===== config.mk =====
export PLATFORM = sky130hd
export DESIGN_NAME = hvn_corner
export DESIGN_NICKNAME = d
export VERILOG_FILES = /design/src/hw/rtl/hvn_pkg.sv /design/src/hw/rtl/hvn_corner.sv
export SDC_FILE = /design/constraint.sdc
export NUM_CORES = 1
export LEC_CHECK = 0
export BUFFER_PORTS_ARGS = -buffer_cell sky130_fd_sc_hd__buf_2
export CORE_MARGIN = 2
export CORE_UTILIZATION = 50
export CTS_CLUSTER_DIAMETER = 60
export CTS_CLUSTER_SIZE = 24
export DETAILED_ROUTE_END_ITERATION = 10
export GPL_ROUTABILITY_DRIVEN = 1
export PLACE_DENSITY = 0.69
export SETUP_SLACK_MARGIN = 0.3
export SYNTH_ARGS = -nofsm -noshare
export SYNTH_HDL_FRONTEND = slang
export SYNTH_SLANG_ARGS = --single-unit

===== constraint.sdc =====
create_clock -name clk -period 11 [get_ports clk]
set_clock_uncertainty 0.1 [all_clocks]
set_input_delay 2.2 -clock clk [delete_from_list [all_inputs] [get_ports clk]]
set_output_delay 2.2 -clock clk [all_outputs]
set_load 0.01 [all_outputs]

===== src/hw/rtl/hvn_pkg.sv =====
// Shared constants and types for the hashed value-noise height core.
`timescale 1ns / 1ps
`default_nettype none
package hvn_pkg;

	localparam logic [31:0] HASH_MUL_X = 32'h85ebca6b;
	localparam logic [31:0] HASH_MUL_Y = 32'hc2b2ae35;
	localparam logic [31:0] MIX_MUL_A  = 32'h7feb352d;
	localparam logic [31:0] MIX_MUL_B  = 32'h846ca68b;
	localparam logic [8:0]  BYTE_BIAS  = 9'd128;

	localparam int unsigned STAGES = 9;

	localparam logic ADDR_SEED = 1'b0;

	typedef struct packed {
		logic s3;
		logic s4;
		logic s5;
	} hash_en_t;

endpackage
`default_nettype wire


===== src/hw/rtl/hvn_corner.sv =====
// Corner hash pipeline: avalanche mix of one corner, returns centred low byte.
`timescale 1ns / 1ps
`default_nettype none
module hvn_corner (
	input  wire logic              clk,
	input  wire hvn_pkg::hash_en_t en,
	input  wire logic [31:0]       fold,
	input  wire logic [31:0]       px,
	input  wire logic [31:0]       py,
	output      logic signed [8:0] r_s5
);

	logic [31:0] h0;
	logic [31:0] h1;
	logic [31:0] m_s3;
	logic [31:0] g;
	logic [31:0] m_s4;
	logic [7:0]  lo_byte;

	assign h0      = fold ^ px ^ py;
	assign h1      = h0 ^ (h0 >> 16);
	assign g       = m_s3 ^ (m_s3 >> 15);
	assign lo_byte = m_s4[7:0] ^ m_s4[23:16];

	always_ff @(posedge clk) begin
		if (en.s3) begin
			m_s3 <= h1 * hvn_pkg::MIX_MUL_A;
		end
		if (en.s4) begin
			m_s4 <= g * hvn_pkg::MIX_MUL_B;
		end
		if (en.s5) begin
			r_s5 <= $signed({1'b0, lo_byte} - hvn_pkg::BYTE_BIAS);
		end
	end

endmodule
`default_nettype wire


Word level (Yosys, flattened, before mapping)
Cells that the tools add are included.
W data, S select, Z words.
{ "totals": {"regBits": 65} }
{ "classes": {"add_sub_neg": 1, "mul": 2, "bitwise_logic": 5} }
{ "op_table": {"columns": ["cell", "n"], "rows": [
  ["$xor A32 B32 Y32", 2],
  ["$mul A32 B31 Y32 const B", 1],
  ["$mul A32 B32 Y24 const B", 1],
  ["$xor A32 B16 Y32", 1],
  ["$xor A32 B17 Y32", 1],
  ["$sub A8 B8 Y9 const B", 1],
  ["$xor A8 B8 Y8", 1]
]} }

Logic depth before layout (Yosys ltp)
Gate-level depths: netlist of the first run.
{ "depth": {"word_depth": 4, "depth_mapped": 28, "ltp_nobuf": 28} }

Worst setup path after synthesis of the first run
No wires, ideal clock.
{ "synth_timing": {"path_kind": "input-to-reg", "from": "input port fold[17]", "to": "register m_s3[31] (data pin)", "setup_ns": 0.259, "arrival_time_ns": 8.853, "required_time_ns": 10.641, "path_slack_ns": 1.789, "stages": 26, "path_buffers": 0, "path_cell_list": "xnor2_1 > xnor2_1 > xnor2_1 > ha_1 > ha_1 > or2_2 > fa_1 > inv_1 > fa_1 > inv_1 > fa_1 > inv_1 > fa_1 > fa_1 > inv_1 > fa_1 > inv_1 > fa_1 > xor2_1 > xnor2_1 > xnor2_1 > xnor2_1 > xnor2_1 > xnor2_1 > xnor2_1 > xnor2_1"} }
{ "synth_between": {"elab_chain_cells": 4} }
{ "synth_rtl": {"columns": ["element", "line_no", "text"], "rows": [
  ["start, declared", "hvn_corner.sv:7", "input wire logic [31:0] fold,"],
  ["$xor A32 B32 Y32 (2 in series)", "hvn_corner.sv:20", "assign h0 = fold ^ px ^ py;"],
  ["$xor A32 B16 Y32", "hvn_corner.sv:21", "assign h1 = h0 ^ (h0 >> 16);"],
  ["via h1[1]", "hvn_corner.sv:14", "logic [31:0] h1;"],
  ["$mul A32 B31 Y32", "hvn_corner.sv:27", "m_s3 <= h1 * hvn_pkg::MIX_MUL_A;"],
  ["end signal, assigned", "hvn_corner.sv:27", null],
  ["end, declared", "hvn_corner.sv:15", "logic [31:0] m_s3;"]
]} }
The timed path passes the listed nets, and every way through them passes these cells.
A chain may end at the register's enable or synchronous reset.

Worst setup path after layout of the first run
{ "layout_timing": {"from": "input port fold[20]", "to": "register m_s3[31] (data pin)"} }
{ "layout_between": {"elab_chain_cells": 4} }
{ "layout_rtl": {"columns": ["element", "line_no"], "rows": [
  ["$xor A32 B32 Y32 (2 in series)", "hvn_corner.sv:20"],
  ["$xor A32 B16 Y32", "hvn_corner.sv:21"],
  ["$mul A32 B31 Y32", "hvn_corner.sv:27"]
]} }
No other way between the ends.

==> qor.yml, run 1 <==
status: "completed"
hold_start: "m_s4[7]"
hold_buffers: 0
area_growth_pct: 8.63
ys_seq_elements: 56
clock_latency_ns: 0.31
final_cell_mix: "498 x inv_1, 324 x ha_1, 268 x fa_1"
clk_path_buf_depth: 2
critPathRequiredTime_ns: 10.96
antenna_found_initial: 1
drive_gt1_share_pct: 9.14
cp_top_family: "adder cells"
drt_iter0_drc: 496
cpMostUsedCell: "ha_1"
post_synth_and_or_nand_nor_area_fraction_pct: 2.40
cts-root-buf: "clkbuf_16"
cts_sinks: 56
reg2reg_slack_ns: 4.48
cts_max_level: 2
cts_tree: "yes"
cp.buffers_inverters: 4
hold_slack_ns: 0.454
synth_fa_ha_area_share_pct: 58.1
fin_cells: 2142
clkTransAtPathRegs_ns: 0.07
die_w_um: 184
place_congestion: 1.03
crit_start: "fold[20]"
async_flop_share_pct: 0
die_h_um: 184
ctsResizeCount: 0
synth_compound_area_share_pct: 4.17
synth.mux.area_fraction_pct: 0
dp_hpwl_um: 34900
grt_pass1_wl_um: 61600
start_util_pct: 51.0
final_net_count: 2397
drv_cap: 0
numCtsBuffers: 5
io_buffers: 108
routed_via_density: 4.91
synth_enable_flop_cells: 56
setup_viol: 0
ys.warnings.count: 0
yosys-top-cells-area: "fa_1 33%, ha_1 25%, inv_1 12%"
dp.cells: 2133
synth_ff_type: "edfxtp_1"
grt_start_max_net_pins: 33
vias: 10500
wl_per_cell_um: 18.1
ant_nets: 0
post_cts_buffers: 0
syn_nets: 2263
synth_area_um2: 16200
synth_area_per_cell_um2: 10.3
min_period_over_period_pct: 87.8
critPathKind: "input port to flip-flop"
io_pins: 109
worstPathArrival_ns: 9.62
synthDistinctLibCells: 43
setup_tns_ns: 0
max_freq_ghz: 0.104
grt_usage_pct: 24.3
worst_slew_pin_slew_ns: 1.01
synth_xor_area_share_pct: 13.3
cp-end-kind: "flip-flop"
cp_slowest_cell: "fa_1"
critPathMaxFanout: 7
relSlewSlack_pct: 32.2
yosysTopAreaCell: "fa_1"
synthCells: 1571
period_minus_slack_ns: 9.66
synth_top_family_by_area: "adder cells"
rsz0062_at_grt: "false"
yosysSeqAreaShare_pct: 10.4
core_um2: 31800
drt_first_pass_iters: 4
die_area_um2: 33900
netlist.area_leader.share_pct: 33.1
hold_viol_final: 0
r2r_start: "m_s3[20]"
rows: 65
grt_overflow: 0
critical_path.max_stage_delay_ns: 0.50
slew_viol_final: 0
start_kind: "input port"
hold_class: "flip-flop to flip-flop"
drt-total-wl_um: 38700
route.detailed.drc: 0
grt_pass1_vias: 11700
mostFrequentLayoutCell: "inv_1"
-- cells in the mapped netlist, types with 4 or more instances --
| library cell | count |
|---|---|
| inv_1 | 498 |
| ha_1 | 324 |
| fa_1 | 268 |
| xnor2_1 | 144 |
| xor2_1 | 81 |
| edfxtp_1 | 56 |
| a21oi_1 | 34 |
| nand2_1 | 22 |
| a21o_1 | 21 |
| nor2_1 | 21 |
| o21ai_0 | 11 |
| nand3_1 | 10 |
| nand2b_1 | 8 |
| o21bai_1 | 6 |
| or2_2 | 6 |
| nor3_1 | 5 |
| xnor2_2 | 5 |
| and2_1 | 4 |
| o21a_1 | 4 |
| o22ai_1 | 4 |
-- registers in the layout (all words and copies together) (netlist names) --
signal,count
r_s5,8
m_s3,32
m_s4,16
-- worst register-to-register path, stage by stage, from the launching register on --
cell	delay, ns
edfxtp_1	0.49
xor2_1	0.72
ha_1	0.35
ha_1	0.25
inv_1	0.08
fa_1	0.44
fa_1	0.50
fa_1	0.54
inv_1	0.05
fa_1	0.47
inv_1	0.05
fa_1	0.47
inv_1	0.04
ha_1	0.40
a41oi_1	0.17
a211o_1	0.36
o2111ai_1	0.22
o211ai_1	0.18
o21ai_0	0.29
xnor2_1	0.11
-- metal layers --
metal | vias to the layer above | track usage, % | routed length, um
met3 | 71 | 1.98 | 1260
met5 | - | 0 | 0
li1 | 5031 | - | -
met2 | 237 | 44.0 | 19800
met1 | 5178 | 29.9 | 16000
met4 | 0 | 10.2 | 1680
-- metrics by stage --
step	utilization [%]	cell area [um^2]	setup WS [ns]
floorplan	-	16200	1.79
global placement	54.9	17500	1.39
detailed placement	54.9	17500	1.16
CTS	55.4	17600	1.47
global route	55.4	17600	1.06
finish	55.4	17600	1.34
-- logic make-up after synthesis --
group | after synthesis
DFF | 56
buffers and inverters | 503
and+or+nand+nor | 82
AOI/OAI and AO/OA | 103
adders and majority gates | 593
xor gates and xnor gates | 234
-- cell type report --
type | instances | area [um^2]
Fill cell | 2789 | 14200
Multi-Input combinational cell | 1012 | 12700
Inverter | 501 | 1880
Sequential cell | 56 | 1680
Timing Repair Buffer | 129 | 698
Tap cell | 435 | 544
Clock buffer | 5 | 125
Clock inverter | 3 | 42.5
Antenna cell | 1 | 2.50
-- path summary, 6_finish.rpt --
| path | end | cells past startpoint |
|---|---|---|
| setup reg to reg | m_s4[23] | 19 |
| hold reg to reg | r_s5[7] | 1 |
| setup / recovery | m_s3[31] | 27 |
| hold / removal | r_s5[7] | 1 |
Power of run 1 is not shown: default switching activity piles up to over one toggle a cycle in this logic, so the estimate is an artifact.
==> run 2: changes to the inputs <==
--- a/config.mk
+++ b/config.mk
@@ -12,6 +12,7 @@
 export CTS_CLUSTER_SIZE = 24
 export DETAILED_ROUTE_END_ITERATION = 10
 export GPL_ROUTABILITY_DRIVEN = 1
+export MAX_ROUTING_LAYER = met4
 export PLACE_DENSITY = 0.69
 export SETUP_SLACK_MARGIN = 0.3
 export SYNTH_ARGS = -nofsm -noshare
==> run 2 against run 1 <==
  * Worst setup slack better by 0.086 ns
  * Cell count down 0.14%
  * First-iteration DRC count down 13%
  * Sequential share of layout area about the same
  * Non-clock buffer count down 2
  * Core utilization about the same
  * Via count about the same
  * Critical path depth unchanged
  * Register-to-register slack better by 0.19 ns
  * Worst hold slack about the same
  * Clock-buffer cell count unchanged
  * Routed wire length up 0.60%
  * Largest cell class unchanged
  * Highest routed layer unchanged
==> qor.yml, run 2 (same netlist as run 1, synthesis figures left out) <==
status: "completed"
core_um2: 31800
cts_tree: "yes"
hold_viol_final: 0
crit_start: "fold[20]"
critPathKind: "input port to flip-flop"
die_h_um: 184
use_met2_pct: 45.2
reg_top3: "m_s3: 32 flops, m_s4: 16 flops, r_s5: 8 flops"
fin_cells: 2139
hold_class: "flip-flop to flip-flop"
drt_iter0_drc: 434
dp_hpwl_um: 35500
setup_viol: 0
rows: 65
mostFrequentLayoutCell: "inv_1"
grt_usage_pct: 25.0
grt_pass1_wl_um: 61600
largest_reg_flops: 32
route.detailed.drc: 0
dp_slack_ns: 1.18
hold_buffers: 0
setup_tns_ns: 0
ant_nets: 0
r2r-end: "m_s4[23]"
max_freq_ghz: 0.104
antenna_found_initial: 0
drt-total-wl_um: 39000
cts-root-buf: "clkbuf_16"
seq_area_um2: 1680
start_kind: "input port"
grt.busiest_layer: "met2"
worst_setup_path_endpoint: "m_s3[31]"
drt_first_pass_iters: 5
final_net_count: 2395
relSlewSlack_pct: 37.1
cts_max_level: 2
clkTransAtPathRegs_ns: 0.08
diodes: 0
max_flop_register: "m_s3"
clk_path_buf_depth: 2
area_growth_pct: 8.55
dp.cells: 2131
final_cell_mix: "498 x inv_1, 324 x ha_1, 268 x fa_1"
critPathRequiredTime_ns: 10.96
place_congestion: 0.995
multi_input_area_um2: 12700
ctsResizeCount: 0
period_minus_slack_ns: 9.58
numCtsBuffers: 5
slew_viol_final: 0
die_w_um: 184
drive_gt1_share_pct: 9.04
start_util_pct: 51.0
vias: 10500
wl_per_cell_um: 18.2
critPathMaxFanout: 7
post_cts_buffers: 0
grtUsageMet1_pct: 30.3
cts_sinks: 56
worst_slack_ns: 1.42
io_pins: 109
gr-usage-met3_pct: 1.21
worst_slew_pin_slew_ns: 0.940
die_area_um2: 33900
routed_via_density: 4.92
grt_overflow: 0
cp-end-kind: "flip-flop"
min_period_over_period_pct: 87.0
grt_start_max_net_pins: 33
drv_cap: 0
reg2reg_slack_ns: 4.67
num-fill-cells: 2812
clock_latency_ns: 0.30
r2r_start: "m_s3[15]"
rsz0062_at_grt: "false"
grt_pass1_vias: 11400
r2r_cells: 19
io_buffers: 108
worstPathArrival_ns: 9.53
==> run 2: changes by cell type in the layout (fill, tap and decap cells not counted) <==
cell,change
clkinv_2,-1
inv_6,+1
buf_4,-2
diode_2,-1
==> run 2: through the flow <==
step	instance area (um^2)	hold WS, ns	util, %
2_1_floorplan	16200	0.426	-
3_3_place_gp	17400	0.445	54.9
3_5_place_dp	17400	0.441	54.9
4_1_cts	17600	0.459	55.4
5_1_grt	17600	0.466	55.4
6_report	17600	0.454	55.4
==> run 2: metal layers <==
layer | up-vias | part of all wire, %
li1 | 5034 | -
met1 | 5235 | 42
met2 | 203 | 52
met3 | 55 | 2.6
met4 | 0 | 3.4
met5 | - | 0
==> run 2: critical path, stage by stage <==
cell	delay, ns
buf_2	0.10
xor2_1	0.16
xnor2_1	0.47
xnor2_1	0.39
inv_1	0.34
ha_1	0.39
xor2_1	0.19
ha_1	0.20
nand2b_1	0.16
ha_1	0.28
inv_1	0.05
fa_1	0.47
inv_1	0.05
fa_1	0.45
ha_1	0.30
fa_1	0.51
fa_1	0.43
ha_1	0.36
a21oi_1	0.15
o22ai_1	0.09
a41oi_1	0.27
o211ai_1	0.23
a221o_1	0.43
a41o_1	0.29
o41ai_2	0.28
o21ai_1	0.14
xnor2_1	0.13
==> run 2: layout make-up <==
class	count	area share, %
sequential	56	9.55
clock buffer	5	0.710
timing repair buffer	127	3.88
multi-input combinational	1012	71.8
inverter	501	10.7
tap	435	3.09
clock inverter	3	0.263
==> run 2: worst min-delay path by stage <==
stage / start / to / slack (ns) / depth (start not counted)
final: m_s4[7] / r_s5[7] / 0.45 / 1
after global routing: m_s4[3] / r_s5[3] / 0.47 / 1
after CTS: m_s4[7] / r_s5[7] / 0.46 / 1
after detailed placement: m_s4[7] / r_s5[7] / 0.44 / 1
after global placement: m_s4[23] / r_s5[7] / 0.44 / 1
after floorplan: m_s4[7] / r_s5[7] / 0.43 / 1
Power of run 2 is left out for the same reason.
==> run 3: changes to the inputs <==
--- a/config.mk
+++ b/config.mk
@@ -6,6 +6,8 @@
 export NUM_CORES = 1
 export LEC_CHECK = 0
 export BUFFER_PORTS_ARGS = -buffer_cell sky130_fd_sc_hd__buf_2
+export CELL_PAD_IN_SITES_DETAIL_PLACEMENT = 0
+export CELL_PAD_IN_SITES_GLOBAL_PLACEMENT = 1
 export CORE_MARGIN = 2
 export CORE_UTILIZATION = 50
 export CTS_CLUSTER_DIAMETER = 60
@@ -13,7 +15,7 @@
 export DETAILED_ROUTE_END_ITERATION = 10
 export GPL_ROUTABILITY_DRIVEN = 1
 export MAX_ROUTING_LAYER = met4
-export PLACE_DENSITY = 0.69
+export PLACE_DENSITY = 0.79
 export SETUP_SLACK_MARGIN = 0.3
 export SYNTH_ARGS = -nofsm -noshare
 export SYNTH_HDL_FRONTEND = slang
==> run 3 against run 2 <==
  * Sequential share of layout area barely moved
  * Critical path depth fell by 1
  * Highest routed layer unchanged
  * Critical path type unchanged
  * Worst hold slack improved by 0.0053 ns
  * Non-clock buffer count fell by 3
  * Cell area fell by 0.22%
  * Sequential cell count did not move
==> qor.yml, run 3 (same netlist as run 1, synthesis figures left out) <==
largest_reg_flops: 32
wl_per_cell_um: 17.8
vias: 10400
max_flop_register: "m_s3"
mostFrequentLayoutCell: "inv_1"
hold_buffers: 0
grt_usage_pct: 24.8
setup_viol: 0
place_congestion: 1.02
core_um2: 31800
period_minus_slack_ns: 9.58
route.detailed.drc: 0
drt_first_pass_iters: 5
reg_top3: "m_s3: 32 flops, m_s4: 16 flops, r_s5: 8 flops"
setup_tns_ns: 0
critical_path.max_stage_delay_ns: 0.85
routed_via_density: 4.88
cp-end-kind: "flip-flop"
worstPathArrival_ns: 9.53
die_area_um2: 33900
io_pins: 109
drv_cap: 0
post_cts_buffers: 0
cts_sinks: 56
fin_area_um2: 17600
dp_hpwl_um: 34600
grt_pass1_wl_um: 60800
worst_slew_pin_slew_ns: 1.05
drt_iter0_drc: 408
grt_pass1_vias: 11500
placed_cell_area_um2: 17400
ant_nets: 0
ctsResizeCount: 0
relSlewSlack_pct: 29.6
drive_gt1_share_pct: 8.77
cts_max_level: 2
die_h_um: 184
min_period_over_period_pct: 87.1
die_w_um: 184
numCtsBuffers: 5
slew_viol_final: 0
cp_slowest_cell: "xnor2_1"
cpMostUsedCell: "xnor2_1"
rows: 65
hold_viol_final: 0
critPathMaxFanout: 12
grt_start_max_net_pins: 33
status: "completed"
clk_path_buf_depth: 2
start_util_pct: 51.0
cts-root-buf: "clkbuf_16"
clkTransAtPathRegs_ns: 0.07
reg2reg_slack_ns: 4.49
antenna_found_initial: 0
start_kind: "input port"
cts_tree: "yes"
clock_latency_ns: 0.30
final_net_count: 2392
critPathRequiredTime_ns: 10.95
rsz0062_at_grt: "false"
grt_overflow: 0
final_cell_mix: "498 x inv_1, 324 x ha_1, 268 x fa_1"
io_buffers: 108
drt-total-wl_um: 38000
diodes: 0
max_freq_ghz: 0.104
hold_class: "flip-flop to flip-flop"
area_growth_pct: 8.31
critPathKind: "input port to flip-flop"
[run 3: changes by cell type in the layout (fill, tap and decap cells not counted)]
cell / change
buf_4: -3
inv_6: -1
clkinvlp_4: -1
[run 3: cell type report]
type	instances	area (um^2)
well taps	435	544
inverters	501	1880
clock buffers	5	125
repair buffers	124	661
flip-flops and latches	56	1680
clock inverters	1	30.0
fillers	2865	14200
multi-input cells	1012	12700
[run 3: stage by stage]
stage,setup slack [ns],utilization (%),instances,hold WS [ns]
detailed placement,1.09,54.8,2128,0.451
global placement,1.11,54.8,2128,0.447
finish,1.42,55.3,2134,0.459
global route,1.09,55.3,2134,0.475
floorplan,1.79,-,1571,0.426
CTS,1.42,55.3,2134,0.462
[run 3: final timing paths]
kind,endpoint,startpoint,cells after the start
setup / recovery,m_s3[31],px[17],26
hold / removal,r_s5[1],m_s4[1],1
setup reg to reg,m_s4[23],m_s3[20],19
hold reg to reg,r_s5[1],m_s4[1],1
[run 3: metal layers]
layer / wire [um] / share of wire [%] / vias to the layer above / track usage [%]
met5: 0 / 0 / - / -
met4: 2060 / 5.4 / 0 / 12.1
met3: 1150 / 3.0 / 82 / 1.86
met2: 19500 / 51 / 231 / 44.2
met1: 15300 / 40 / 5076 / 28.3
li1: - / - / 5021 / -
[run 3: worst max-delay path, delay by kind of cell]
| kind | cells | cell delay (ns) |
|---|---|---|
| adder cells (fa/ha/maj) | 8 | 3.91 |
| XOR/XNOR | 12 | 2.72 |
| buffers and inverters | 6 | 0.71 |
Power of run 3 is left out for the same reason.
